===== src/rtl/wsdf_pkg.sv =====
`timescale 1ns / 1ps

package wsdf_pkg;

    // Widths of the stream byte and the configuration register
    localparam int unsigned ByteW  = 8;
    localparam int unsigned LimitW = 16;

    // Frame opcodes of interest
    localparam logic [3:0] OpCont  = 4'h0;
    localparam logic [3:0] OpText  = 4'h1;
    localparam logic [3:0] OpClose = 4'h8;
    localparam logic [3:0] OpPing  = 4'h9;

    // Seven-bit length codes that announce an extended length
    localparam logic [6:0] Len7Ext16 = 7'd126;
    localparam logic [6:0] Len7Ext64 = 7'd127;

    // Most ping payload bytes passed on per frame
    localparam logic [LimitW-1:0] PingMax = 16'd125;

    // Reset value of the text limit register
    localparam logic [LimitW-1:0] MaxTextReset = 16'hFFFF;

    // Kinds of result beat
    typedef enum logic [1:0] {
        KIND_TEXT  = 2'd0,
        KIND_PING  = 2'd1,
        KIND_EPING = 2'd2,
        KIND_CLOSE = 2'd3
    } kind_t;

    // One result beat
    typedef struct packed {
        kind_t            kind;
        logic [ByteW-1:0] data;
        logic             last;
    } evt_t;

endpackage


===== src/rtl/wsdf_byte_if.sv =====
`timescale 1ns / 1ps

interface wsdf_byte_if;
    import wsdf_pkg::*;

    logic             valid;
    logic             ready;
    logic [ByteW-1:0] rx_byte;

    modport source (output valid, output rx_byte, input ready);
    modport sink   (input valid, input rx_byte, output ready);
endinterface


===== src/rtl/wsdf_evt_if.sv =====
`timescale 1ns / 1ps

interface wsdf_evt_if;
    import wsdf_pkg::*;

    logic             valid;
    logic             ready;
    kind_t            kind;
    logic [ByteW-1:0] data;
    logic             last;

    modport source (output valid, output kind, output data, output last, input ready);
    modport sink   (input valid, input kind, input data, input last, output ready);
endinterface


===== src/rtl/websocket_frame_deframer_top.sv =====
`timescale 1ns / 1ps

// Channel   | Dir | Payload                 | Beat moves
// ----------+-----+-------------------------+-------------------------------
// rx        | in  | rx_byte[7:0]            | one byte of the received stream
// ev        | out | kind[1:0] data[7:0] last| one text/ping byte or event
// cfg       | in  | cfg_we, cfg_wdata[15:0] | write of max_text_len
//
// Each accepted byte is parsed in the cycle it arrives; its result, if any, is
// registered in the output register, or in the one-beat skid stage behind it
// while ev has not taken the output beat. One byte per cycle sustained while rx
// is not stalled; it stalls only when both hold a beat. rst_n clears the parser
// state and output beats, sets max_text_len to 65535; there is no clearing pass.

module websocket_frame_deframer_top (
    input  logic                          clk,
    input  logic                          rst_n,
    input  logic                          cfg_we,
    input  logic [wsdf_pkg::LimitW-1:0]   cfg_wdata,
    wsdf_byte_if.sink                     rx,
    wsdf_evt_if.source                    ev
);
    import wsdf_pkg::*;

    typedef enum logic [2:0] {
        PH_HDR0,
        PH_HDR1,
        PH_EXT16,
        PH_EXT64,
        PH_MASK,
        PH_PAYLOAD
    } phase_t;

    // Parser state
    phase_t             phase_reg,   phase_next;
    logic [3:0]         opcode_reg,  opcode_next;
    logic               mask_reg,    mask_next;
    logic [3:0]         cnt_reg,     cnt_next;
    logic [63:0]        plen_reg,    plen_next;
    logic [31:0]        key_reg,     key_next;
    logic [63:0]        pidx_reg,    pidx_next;
    logic               closed_reg,  closed_next;
    logic [LimitW-1:0]  max_text_reg;

    // Output register and skid stage
    logic               out_valid_reg, skid_valid_reg;
    evt_t               out_reg, skid_reg;

    // Per-byte result
    logic               res_valid;
    evt_t               res;

    logic               accept;
    logic               hdr_done;
    logic [63:0]        hdr_len;
    logic               len_done;
    logic [63:0]        len_val;
    logic [LimitW-1:0]  limit;
    kind_t              pay_kind;
    logic [63:0]        end_len;
    logic [63:0]        idx_inc;
    logic [ByteW-1:0]   key_byte;

    assign rx.ready = !skid_valid_reg;
    assign accept   = rx.valid && rx.ready;

    assign ev.valid = out_valid_reg;
    assign ev.kind  = out_reg.kind;
    assign ev.data  = out_reg.data;
    assign ev.last  = out_reg.last;

    // Work out the next parser state and the result for this byte
    always_comb
    begin
        phase_next  = phase_reg;
        opcode_next = opcode_reg;
        mask_next   = mask_reg;
        cnt_next    = cnt_reg;
        plen_next   = plen_reg;
        key_next    = key_reg;
        pidx_next   = pidx_reg;
        closed_next = closed_reg;
        res_valid   = 1'b0;
        res         = '{kind: KIND_TEXT, data: '0, last: 1'b0};
        hdr_done    = 1'b0;
        hdr_len     = plen_reg;
        len_done    = 1'b0;
        len_val     = plen_reg;
        limit       = '0;
        pay_kind    = KIND_TEXT;
        end_len     = '0;
        idx_inc     = pidx_reg + 64'd1;
        key_byte    = '0;

        if (!closed_reg)
        begin
            unique case (phase_reg)
                PH_HDR1:
                begin
                    mask_next = rx.rx_byte[7];
                    cnt_next  = '0;
                    plen_next = '0;
                    if (rx.rx_byte[6:0] == Len7Ext16)
                    begin
                        phase_next = PH_EXT16;
                    end
                    else if (rx.rx_byte[6:0] == Len7Ext64)
                    begin
                        phase_next = PH_EXT64;
                    end
                    else
                    begin
                        plen_next = {57'd0, rx.rx_byte[6:0]};
                        len_done  = 1'b1;
                        len_val   = {57'd0, rx.rx_byte[6:0]};
                        mask_next = rx.rx_byte[7];
                    end
                end
                PH_EXT16, PH_EXT64:
                begin
                    plen_next = {plen_reg[55:0], rx.rx_byte};
                    cnt_next  = cnt_reg + 4'd1;
                    if (cnt_next == ((phase_reg == PH_EXT16) ? 4'd2 : 4'd8))
                    begin
                        len_done = 1'b1;
                        len_val  = {plen_reg[55:0], rx.rx_byte};
                    end
                end
                PH_MASK:
                begin
                    key_next = {key_reg[23:0], rx.rx_byte};
                    cnt_next = cnt_reg + 4'd1;
                    if (cnt_next == 4'd4)
                    begin
                        hdr_done = 1'b1;
                    end
                end
                PH_PAYLOAD:
                begin
                    // Pick the per-frame limit and kind from the opcode
                    if (opcode_reg == OpPing)
                    begin
                        limit    = PingMax;
                        pay_kind = KIND_PING;
                    end
                    else if (opcode_reg == OpText || opcode_reg == OpCont)
                    begin
                        limit = max_text_reg;
                    end
                    end_len = (plen_reg < {48'd0, limit}) ? plen_reg : {48'd0, limit};
                    unique case (pidx_reg[1:0])
                        2'd0:    key_byte = key_reg[31:24];
                        2'd1:    key_byte = key_reg[23:16];
                        2'd2:    key_byte = key_reg[15:8];
                        default: key_byte = key_reg[7:0];
                    endcase
                    if (!mask_reg)
                    begin
                        key_byte = '0;
                    end
                    if ((pidx_reg[63:16] == '0) && (pidx_reg[15:0] < limit))
                    begin
                        res_valid = 1'b1;
                        res.kind  = pay_kind;
                        res.data  = rx.rx_byte ^ key_byte;
                        res.last  = (idx_inc == end_len);
                    end
                    pidx_next = idx_inc;
                    if (idx_inc == plen_reg)
                    begin
                        phase_next = PH_HDR0;
                    end
                end
                default:
                begin
                    opcode_next = rx.rx_byte[3:0];
                    mask_next   = 1'b0;
                    key_next    = '0;
                    phase_next  = PH_HDR1;
                end
            endcase

            // Length complete: go for the mask key or finish the header
            if (len_done)
            begin
                cnt_next = '0;
                if (mask_next)
                begin
                    phase_next = PH_MASK;
                end
                else
                begin
                    hdr_done = 1'b1;
                    hdr_len  = len_val;
                end
            end

            // Header done: raise close or empty ping, skip empty, else payload
            if (hdr_done)
            begin
                pidx_next = '0;
                if (opcode_reg == OpClose)
                begin
                    closed_next = 1'b1;
                    phase_next  = PH_HDR0;
                    res_valid   = 1'b1;
                    res         = '{kind: KIND_CLOSE, data: '0, last: 1'b1};
                end
                else if (hdr_len == '0)
                begin
                    phase_next = PH_HDR0;
                    if (opcode_reg == OpPing)
                    begin
                        res_valid = 1'b1;
                        res       = '{kind: KIND_EPING, data: '0, last: 1'b1};
                    end
                end
                else
                begin
                    phase_next = PH_PAYLOAD;
                end
            end
        end
    end

    // Hold parser state, the limit register and the output beats
    always_ff @(posedge clk or negedge rst_n)
    begin
        if (!rst_n)
        begin
            phase_reg      <= PH_HDR0;
            opcode_reg     <= '0;
            mask_reg       <= 1'b0;
            cnt_reg        <= '0;
            plen_reg       <= '0;
            key_reg        <= '0;
            pidx_reg       <= '0;
            closed_reg     <= 1'b0;
            max_text_reg   <= MaxTextReset;
            out_valid_reg  <= 1'b0;
            skid_valid_reg <= 1'b0;
        end
        else
        begin
            if (cfg_we)
            begin
                max_text_reg <= cfg_wdata;
            end

            // Advance the parser on each accepted byte
            if (accept)
            begin
                phase_reg  <= phase_next;
                opcode_reg <= opcode_next;
                mask_reg   <= mask_next;
                cnt_reg    <= cnt_next;
                plen_reg   <= plen_next;
                key_reg    <= key_next;
                pidx_reg   <= pidx_next;
                closed_reg <= closed_next;
            end

            // Refill the output register, or park the result in the skid stage
            if (ev.ready || !out_valid_reg)
            begin
                if (skid_valid_reg)
                begin
                    out_valid_reg  <= 1'b1;
                    out_reg        <= skid_reg;
                    skid_valid_reg <= 1'b0;
                end
                else
                begin
                    out_valid_reg <= accept && res_valid;
                    out_reg       <= res;
                end
            end
            else if (accept && res_valid)
            begin
                skid_valid_reg <= 1'b1;
                skid_reg       <= res;
            end
        end
    end

endmodule


===== src/flat_wrapper.sv =====
// flat-port wrapper written by rule: the top's interface ports become plain ports
module websocket_frame_deframer_top_flat import wsdf_pkg::*;
  (clk, rst_n, cfg_we, cfg_wdata, rx_valid, rx_rx_byte, rx_ready, ev_valid, ev_kind, ev_data, ev_last, ev_ready);
  wsdf_byte_if rx_i ();
  wsdf_evt_if ev_i ();
  input  logic clk;
  input  logic rst_n;
  input  logic cfg_we;
  input  logic [wsdf_pkg::LimitW-1:0] cfg_wdata;
  input wire logic [$bits(rx_i.valid)-1:0] rx_valid;
  input wire logic [$bits(rx_i.rx_byte)-1:0] rx_rx_byte;
  output wire logic [$bits(rx_i.ready)-1:0] rx_ready;
  output wire logic [$bits(ev_i.valid)-1:0] ev_valid;
  output wire logic [$bits(ev_i.kind)-1:0] ev_kind;
  output wire logic [$bits(ev_i.data)-1:0] ev_data;
  output wire logic [$bits(ev_i.last)-1:0] ev_last;
  input wire logic [$bits(ev_i.ready)-1:0] ev_ready;
  assign rx_i.valid = rx_valid;
  assign rx_i.rx_byte = rx_rx_byte;
  assign rx_ready = rx_i.ready;
  assign ev_valid = ev_i.valid;
  assign ev_kind = ev_i.kind;
  assign ev_data = ev_i.data;
  assign ev_last = ev_i.last;
  assign ev_i.ready = ev_ready;
  websocket_frame_deframer_top u_core (.clk(clk), .rst_n(rst_n), .cfg_we(cfg_we), .cfg_wdata(cfg_wdata), .rx(rx_i), .ev(ev_i));
endmodule

===== config.mk =====
export PLATFORM = sky130hd
export DESIGN_NAME = websocket_frame_deframer_top_flat
export DESIGN_NICKNAME = d
export VERILOG_FILES = /design/src/rtl/wsdf_pkg.sv /design/src/rtl/wsdf_byte_if.sv /design/src/rtl/wsdf_evt_if.sv /design/src/rtl/websocket_frame_deframer_top.sv /design/src/flat_wrapper.sv
export SDC_FILE = /design/constraint.sdc
export NUM_CORES = 1
export LEC_CHECK = 0
export ABC_AREA = 1
export BUFFER_PORTS_ARGS = -buffer_cell sky130_fd_sc_hd__buf_2
export CORE_MARGIN = 2
export CORE_UTILIZATION = 39
export CTS_BUF_LIST = sky130_fd_sc_hd__clkbuf_4 sky130_fd_sc_hd__clkbuf_8
export DETAILED_ROUTE_END_ITERATION = 7
export PLACE_DENSITY = 0.62
export SLEW_MARGIN = 20
export SYNTH_ARGS = -nofsm -noshare
export SYNTH_HDL_FRONTEND = slang
export SYNTH_SLANG_ARGS = --single-unit
export TNS_END_PERCENT = 100

===== constraint.sdc =====
create_clock -name clk -period 3.5 [get_ports clk]
set_input_delay 0.175 -clock clk [delete_from_list [all_inputs] [get_ports clk]]
set_output_delay 0.175 -clock clk [all_outputs]
set_load 0.01 [all_outputs]

* Word level (Yosys, flattened, before mapping)
Cells that the tools add are included.
Storage, ports and cells: output and inout bits 13, bits of input ports 29, bits in registers 213
Operators by class: bitwise operators 5, mux-type cells 68, magnitude comparators 2, reductions and logical operators 28, equality and inequality tests 16, add/sub/neg operators 2
Operators with widths (count):
- $mux 64 | 10
- $pmux 64 s2 | 2
- $eq 64x64->1 | 2
- $mux 11 | 7
- $add 64x1->64 const B | 1
- $logic_not 64->1 | 1
- $lt 64x16->1 | 1
- $mux 16 | 4
- $pmux 32 s2 | 1
- $logic_not 48->1 | 1
- $mux 1 | 24
- $mux 3 | 8
- $mux 8 | 3
- $pmux 8 s3 | 1
- $reduce_and 3->1 | 6
- $lt 16x16->1 | 1
- $eq 7x7->1 const B | 2
- $mux 10 | 1
- $pmux 3 s3 | 1
- $eq 4x4->1 const B | 2
- $mux 4 | 2
- $pmux 4 s2 | 1
- $reduce_or 4->1 | 2
- $xor 8x8->8 | 1
- 23 further kinds | 36

* Longest topological paths before layout
Gate-level depths: netlist (run 1).
depth after elaboration 18, gate-level depth with buffers 26, mapped depth without buffers 25

* Least setup slack after synthesis (run 1)
OpenSTA, ideal clock, no wires.
path type register to register, start register u_core.opcode_reg[3], end register u_core.skid_reg[0] (netlist name), enable pin, arrival 3234 ps, path slack -127 ps, data required time 3107 ps, period minus slack after synthesis 3627 ps, buffers on the path 2, cell stages (with the launch flop) 17, path through dfrtp_1 nor2_1 nand2_1 clkbuf_1 o21ai_0 inv_1 ha_1 a21oi_1 nor2_1 a211oi_1 nand2_1 a21oi_1 clkbuf_1 inv_1 nand3_1 nand2_1 nor3_1
On the way: longest elaborated chain between the ends 17, elaborated cells on any way between the ends 20
RTL lines:
- start: declaration | line websocket_frame_deframer_top.sv:36 | logic [3:0] opcode_reg, opcode_next;
- start signal: assignment | line websocket_frame_deframer_top.sv:254 | opcode_reg <= opcode_next;
- $eq 4x1->1 / $logic_not 4->1 (equally long branches) | line websocket_frame_deframer_top.sv:146 | else if (opcode_reg == OpText || opcode_reg == OpCont)
- $logic_or 1x1->1 | line websocket_frame_deframer_top.sv:146
- $mux 16 | line websocket_frame_deframer_top.sv:146
- $mux 16 | line websocket_frame_deframer_top.sv:141 | if (opcode_reg == OpPing)
- $mux 16 | line websocket_frame_deframer_top.sv:97 | unique case (phase_reg)
- $mux 16 | line websocket_frame_deframer_top.sv:95 | if (!closed_reg)
- $lt 16x16->1 | line websocket_frame_deframer_top.sv:161 | if ((pidx_reg[63:16] == '0) && (pidx_reg[15:0] < limit))
- $logic_and 1x1->1 | line websocket_frame_deframer_top.sv:161
- $mux 1 | line websocket_frame_deframer_top.sv:161
- $mux 1 | line websocket_frame_deframer_top.sv:97
- $mux 1 | line websocket_frame_deframer_top.sv:212 | if (opcode_reg == OpPing)
- $mux 1 | line websocket_frame_deframer_top.sv:209 | else if (hdr_len == '0)
- $mux 1 | line websocket_frame_deframer_top.sv:202 | if (opcode_reg == OpClose)
- $mux 1 (*) | line websocket_frame_deframer_top.sv:199 | if (hdr_done)
- $mux 1 (*) | line websocket_frame_deframer_top.sv:95
- $logic_and 1x1->1 (*) | line websocket_frame_deframer_top.sv:278 | else if (accept && res_valid)
- $reduce_and 3->1 (no line) (*)
- end signal: assignment | line websocket_frame_deframer_top.sv:281 | skid_reg <= res;
- end: declaration | line websocket_frame_deframer_top.sv:47 | evt_t out_reg, skid_reg;
Every way passes the cells marked *; elsewhere a longest branch is shown, timed or not. The select of a mux whose other input is x is not followed. A chain may end at the register's enable or synchronous reset.

==> results of run 1 <==
==> how the worst min path moves through the flow <==
| stage | from | to | cells after the start |
|---|---|---|---|
| 2_1_floorplan | rst_n | u_core.closed_reg$_DFFE_PN0P_ | 0 |
| 3_3_place_gp | rst_n | u_core.pidx_reg[20]$_DFFE_PN0P_ | 1 |
| 3_5_place_dp | rst_n | u_core.pidx_reg[20]$_DFFE_PN0P_ | 1 |
| 4_1_cts | cfg_we | u_core.max_text_reg[10]$_DFFE_PN1P_ | 3 |
| 5_1_grt | rst_n | u_core.skid_valid_reg$_DFFE_PN0P_ | 2 |
| 6_report | cfg_we | u_core.max_text_reg[1]$_DFFE_PN1P_ | 2 |
==> kinds of logic after synthesis <==
kind of cell    after synthesis  synth area share, %
buf+inv                     359                9.326
simple gates               1305                37.07
compound gates              301                13.07
mux                          11               0.8135
flops                       213                35.86
fa+ha+maj                    34                2.794
xor+xnor                     17                1.068
==> Yosys cell counts (4+ instances only) <==
cell type,n,area [µm²]
buf_6,4,45.04
ha_1,34,425.4
buf_1,6,22.52
o211a_1,8,80.08
nand3b_1,7,52.55
o22ai_1,4,25.02
dfstp_2,16,420.4
nand2_1,647,2429
o21ai_1,11,55.05
clkbuf_1,31,116.4
edfxtp_1,22,660.6
o22ai_2,50,625.6
nand3_1,239,1196
nor4_1,17,106.4
inv_1,288,1081
a21oi_1,30,150.1
nand4_1,60,375.4
buf_2,14,70.07
nor2_2,12,75.07
nor3_1,25,125.1
nor2_4,12,135.1
nand2_2,12,75.07
mux2_2,11,123.9
dfrtp_1,175,4379
nor2_1,266,998.5
o21ai_0,176,880.8
buf_4,6,45.04
o221ai_1,8,70.07
xor2_1,15,131.4
inv_2,6,22.52
==> layout by cell type, fill, tap and decap left out, types with 39 or more instances in the layout <==
cell type	synthesis	routed
buf_2	14	40
buf_4	6	54
clkbuf_8	0	52
dfrtp_1	175	175
dlygate4sd3_1	0	39
inv_1	288	288
nand2_1	647	646
nand3_1	239	239
nand4_1	60	60
nor2_1	266	263
o21ai_0	176	174
o22ai_2	50	50
==> stage by stage <==
step | TNS (ns) | util, % | total power [µW] | cell area (µm²)
after global placement | 0 | 42.26 | 2841 | 16290
after detailed placement | -0.04476 | 42.26 | 2845 | 16290
after global routing | -0.01397 | 45.73 | 5828 | 17630
final | 0 | 45.73 | 5625 | 17630
after floorplan | 0 | - | 2713 | 15230
after CTS | 0 | 45.65 | 5667 | 17600
==> timing repair <==
item	CTS	global route
gates resized for setup	1	8
pin swaps	0	0
hold endpoints to repair	78	0
hold buffers	39	0
setup endpoints to repair	1	24
==> layout make-up <==
| class | count | area (µm²) | share of cell area (%) |
|---|---|---|---|
| multi-input cells | 1668 | 8396 | 47.62 |
| flip-flops and latches | 213 | 5460 | 30.97 |
| inverters | 298 | 1121 | 6.358 |
| repair buffers | 138 | 1090 | 6.181 |
| clock buffers | 62 | 784.5 | 4.449 |
| well taps | 518 | 648.1 | 3.676 |
| clock inverters | 16 | 132.6 | 0.7522 |
==> routing by layer <==
layer | GRT usage, % | share of wire (%) | vias up
li1 | - | - | 7583
met1 | 41.91 | 45 | 7547
met2 | 46.18 | 44 | 645
met3 | 3.871 | 6.7 | 122
met4 | 10.14 | 3.6 | 0
met5 | 0 | 0 | -
==> worst max-delay path, cell delays in order, from the launching register on <==
cell,delay [ns]
dfrtp_1,0.45
ha_1,0.22
nand3_2,0.18
inv_2,0.21
nand2_2,0.15
nor2_4,0.22
nand3_1,0.17
xor2_1,0.27
nor2_1,0.14
nor3_1,0.19
nand2_1,0.12
nor2_1,0.10
nand3_1,0.18
nand2_1,0.11
nand2_1,0.06
nor2_1,0.08
nand2_1,0.13
nand2_2,0.09
nand2_1,0.05
nand2_1,0.06
==> power groups by stage <==
stage | Sequential (µW) | Combinational [µW] | Clock (µW)
floorplan | 2580 | 130 | 0
global placement | 2580 | 257 | 0
detailed placement | 2580 | 262 | 0
CTS | 2540 | 296 | 2830
global route | 2540 | 340 | 2950
finish | 2540 | 298 | 2790
==> results.json, run 1 <==
{
  "run_status": "complete, no violations",
  "power.switching_uw": 1447,
  "ys.flop_type": "dfrtp_1",
  "dpl.cell_count": 2796,
  "startpoint": "u_core.pidx_reg[0]$_DFFE_PN0P_",
  "cts.sinks": 213,
  "dieArea_mm2": 0.04064,
  "cts_tree": "done",
  "fin_crit_ns": 3.272,
  "path_max_fanout": 7,
  "firstDrtPassIters": 5,
  "cp-end-kind": "register",
  "drv_slew": 0,
  "worst_slack_ns": 0.2277,
  "routedWlPerCell_um": 20.30,
  "vdd_drop_max_mv": 0.2187,
  "yosys_warnings": 0,
  "hold-worst-slack_ns": 0.04490,
  "setup_viol": 0,
  "grt_pass1_wl_mm": 92.09,
  "hold_path.class": "in -> reg",
  "r2r_end": "u_core.ev.last$_DFFE_PP_",
  "dp_slack_ns": -0.04476,
  "grt_pass1_vias": 15440,
  "area_delta_synth_final_pct": 15.79,
  "vias": 15900,
  "final.setup_skew_ns": 0.05342,
  "grt_overflow": 0,
  "sw_frac_of_total_pct": 25.72,
  "clk_latency_ns": 0.65,
  "grt_use_total_pct": 29.50,
  "place_congestion": 0.9980,
  "rows": 72,
  "ys_ff_latch": 213,
  "drtAntennaViolNets": 0,
  "rr_startpoint": "u_core.pidx_reg[0]$_DFFE_PN0P_",
  "fill_cells": 4065,
  "synth-edff-count": 22,
  "tightest_slew_ns": 0.9360,
  "hold_viol": 0,
  "seq_area_frac_synth_pct": 35.86,
  "hpwl_mm": 46.30,
  "p_leak_uw": 0.009163,
  "drc": 0,
  "pwr-share-clk_pct": 49.5,
  "crit_type": "reg -> reg",
  "root_buffer": "clkbuf_8",
  "r2r_cells": 19,
  "power_frac_comb_pct": 5.3,
  "final-instance-count-excl-fill": 2913,
  "antenna_found_initial": 0,
  "antenna_cells": 0,
  "synth_cells": 2240,
  "dieWidth_um": 201.6,
  "clk_pin_slew_ns": 0.06,
  "start_util_pct": 39.49,
  "cp-start-kind": "register",
  "synth_area_per_cell_um2": 6.798,
  "synth_area_mm2": 0.01523,
  "critPathRequiredTime_ns": 4.02,
  "reg2reg_slack_ns": 0.23,
  "arrival_ns": 3.79,
  "seq_power_share_pct": 45.2,
  "p_per_area_mw_per_mm2": 319.0,
  "drt-initial-drc-count": 1674,
  "synth_fp_nets": 2303,
  "cts_buffers": 42,
  "clk_path_buf_depth": 3,
  "htree_levels": 2,
  "cts_setup_buffers": 0,
  "intPower_uw": 4178,
  "drive_gt1_share_pct": 12.86,
  "die_h_um": 201.6,
  "numPortBuffers": 41,
  "async_flop_share_pct": 89.67,
  "wl_mm": 59.13,
  "ys_types": 46,
  "core_area_mm2": 0.03856,
  "fmax_ghz": 0.3056,
  "grt_max_degree": 112,
  "min_period_over_period_pct": 93.50,
  "via_per_inst": 5.457,
  "critPathCapture": "u_core.ev.last$_DFFE_PP_",
  "cap_viol_max_count": 0,
  "max_slew_margin_pct": 37.37,
  "num-nets-final": 2424,
  "io_pins": 42
}
Power figures use the tool's default switching activity.
==> run 2: changes to the inputs <==
--- a/config.mk
+++ b/config.mk
@@ -7,6 +7,7 @@
 export LEC_CHECK = 0
 export ABC_AREA = 1
 export BUFFER_PORTS_ARGS = -buffer_cell sky130_fd_sc_hd__buf_2
+export CORE_ASPECT_RATIO = 0.75
 export CORE_MARGIN = 2
 export CORE_UTILIZATION = 39
 export CTS_BUF_LIST = sky130_fd_sc_hd__clkbuf_4 sky130_fd_sc_hd__clkbuf_8
==> run 2 against run 1 <==
Net effect:
- sequential share of layout area down 0.27 points
- design area up 0.89%
- largest power group unchanged
- critical path depth up 1
- worst setup slack worse by 0.049 ns
- critical path type unchanged
==> results.json, run 2 (synthesized netlist as in run 1, its figures left out) <==
{
  "hold-worst-slack_ns": 0.02478,
  "grt_use_total_pct": 30.87,
  "cp-end-kind": "register",
  "max_slew_margin_pct": 35.45,
  "worst_slack_ns": 0.1782,
  "fmax_ghz": 0.3010,
  "cts_tree": "done",
  "crit_path_cell_trace": "nand2_1, nor2_2, nand2_1, nor2_2, nand2_1, o21ai_1, nand2_1, nand2_1, nand2_1, inv_1, nand2_1, nor2_1, nand3_1, nand2_1, nand2_1, nor2_1, nand2_1, nand2_2, nand2_1, nand2_1",
  "critPathRequiredTime_ns": 3.95,
  "drt-initial-drc-count": 1913,
  "cts_buffers": 40,
  "cp-start-kind": "register",
  "drive_gt1_share_pct": 14.04,
  "clk_pin_slew_ns": 0.06,
  "numPortBuffers": 41,
  "start_util_pct": 39.65,
  "drv_slew": 0,
  "firstDrtPassIters": 6,
  "grt_pass1_wl_mm": 94.54,
  "root_buffer": "clkbuf_8",
  "drc": 0,
  "dp_slack_ns": 0.1371,
  "layout_common_cells": "nand2_1 (647), inv_1 (287), nor2_1 (262)",
  "crit_type": "reg -> reg",
  "hold_viol": 0,
  "p_per_area_mw_per_mm2": 302.6,
  "dieArea_mm2": 0.04066,
  "wl_mm": 62.56,
  "rows": 62,
  "cts.sinks": 213,
  "tns_ns": 0,
  "run_status": "complete, no violations",
  "clk_latency_ns": 0.59,
  "dieWidth_um": 232.2,
  "num-nets-final": 2456,
  "die_h_um": 175.1,
  "antenna_found_initial": 0,
  "cp_slowest_cell": "dfrtp_1",
  "rsz0062_at_grt": "no",
  "final.setup_skew_ns": 0.03118,
  "grt_pass1_vias": 15390,
  "min_period_over_period_pct": 94.91,
  "tightest_slew_ns": 0.9646,
  "p_leak_uw": 0.009293,
  "routedWlPerCell_um": 21.32,
  "arrival_ns": 3.77,
  "cpPeakStageDelay_ns": 0.46,
  "grt_max_degree": 103,
  "area_delta_synth_final_pct": 16.83,
  "fill_cells": 3937,
  "core_area_mm2": 0.03840,
  "io_pins": 42,
  "vdd_drop_max_mv": 0.2729,
  "fin_crit_ns": 3.322,
  "hpwl_mm": 49.17,
  "hold_path.class": "in -> reg",
  "htree_levels": 2,
  "vias": 16290,
  "via_per_inst": 5.551,
  "setup_viol": 0,
  "place_congestion": 0.9942,
  "fin_total_pwr_uw": 5384,
  "timing.critical_path.mode_cell": "nand2_1",
  "layout_commonest_cell": "nand2_1",
  "drtAntennaViolNets": 0,
  "cap_viol_max_count": 0,
  "grt_overflow": 0,
  "path_max_fanout": 6,
  "hold_path_depth": 3,
  "r2r_cells": 20,
  "antenna_cells": 0,
  "clk_path_buf_depth": 3
}
run 2: cell types whose count changed in the layout (fill, tap and decap cells not counted), moves of 2 or more:
cell / previous run / this run
buf_12: 4 / 6
clkinv_2: 8 / 6
clkbuf_4: 11 / 17
clkinv_1: 6 / 3
buf_4: 54 / 86
clkbuf_8: 52 / 45
inv_6: 0 / 3
run 2: what timing repair did:
item,4_1_cts,5_1_grt
hold buffers,38,0
gates resized for setup,0,12
buffers inserted,0,1
endpoints found under the setup margin,0,18
endpoints found under the hold margin,75,0
run 2: worst paths after layout:
path                                                      end  slack, ns                          startpoint
setup / recovery                     u_core.ev.last$_DFFE_PP_       0.18      u_core.pidx_reg[6]$_DFFE_PN0P_
hold / removal             u_core.max_text_reg[3]$_DFFE_PN1P_       0.02                              cfg_we
setup reg to reg                     u_core.ev.last$_DFFE_PP_       0.18      u_core.pidx_reg[6]$_DFFE_PN0P_
hold reg to reg            u_core.max_text_reg[4]$_DFFE_PN1P_       0.50  u_core.max_text_reg[4]$_DFFE_PN1P_
max in group asynchronous     u_core.pidx_reg[25]$_DFFE_PN0P_       2.32                               rst_n
min in group asynchronous     u_core.pidx_reg[33]$_DFFE_PN0P_       0.11                               rst_n
run 2: stage by stage:
| step | util [%] | area [µm²] | cells |
|---|---|---|---|
| floorplan | - | 15230 | 2240 |
| global placement | 43.12 | 16560 | 2823 |
| detailed placement | 43.12 | 16560 | 2823 |
| CTS | 46.19 | 17740 | 2932 |
| global route | 46.33 | 17790 | 2934 |
| finish | 46.33 | 17790 | 2934 |
run 2: critical path: cells and delay by family (launching register included):
kind	cells	cell delay, ns
AOI/OAI and AO/OA	1	0.26
buffers and inverters	1	0.07
DFF	1	0.46
and+or+nand+nor	18	2.38
run 2: layout make-up:
type / instances / area, µm² / share of cell area (%)
timing repair buffer: 171 / 1360 / 7.645
clock buffer: 61 / 733.2 / 4.122
inverter: 298 / 1125 / 6.323
tap: 512 / 640.6 / 3.601
clock inverter: 10 / 63.81 / 0.3587
sequential: 213 / 5460 / 30.69
multi-input combinational: 1669 / 8407 / 47.26
run 2: per-layer routing:
| metal | vias to the layer above | track usage, % | share of wire [%] |
|---|---|---|---|
| li1 | 7657 | - | - |
| met4 | 0 | 8.894 | 3.0 |
| met2 | 753 | 45.45 | 42 |
| met5 | - | 0 | 0 |
| met1 | 7771 | 45.74 | 46 |
| met3 | 106 | 5.711 | 9.1 |
run 2: where the power goes:
group	leakage, µW	internal (µW)	total, µW	switching (µW)
Combinational	0.00688	112	300	188
Clock	0.000432	1350	2550	1200
Sequential	0.00198	2530	2540	7.59
Total	0.00929	3990	5380	1400
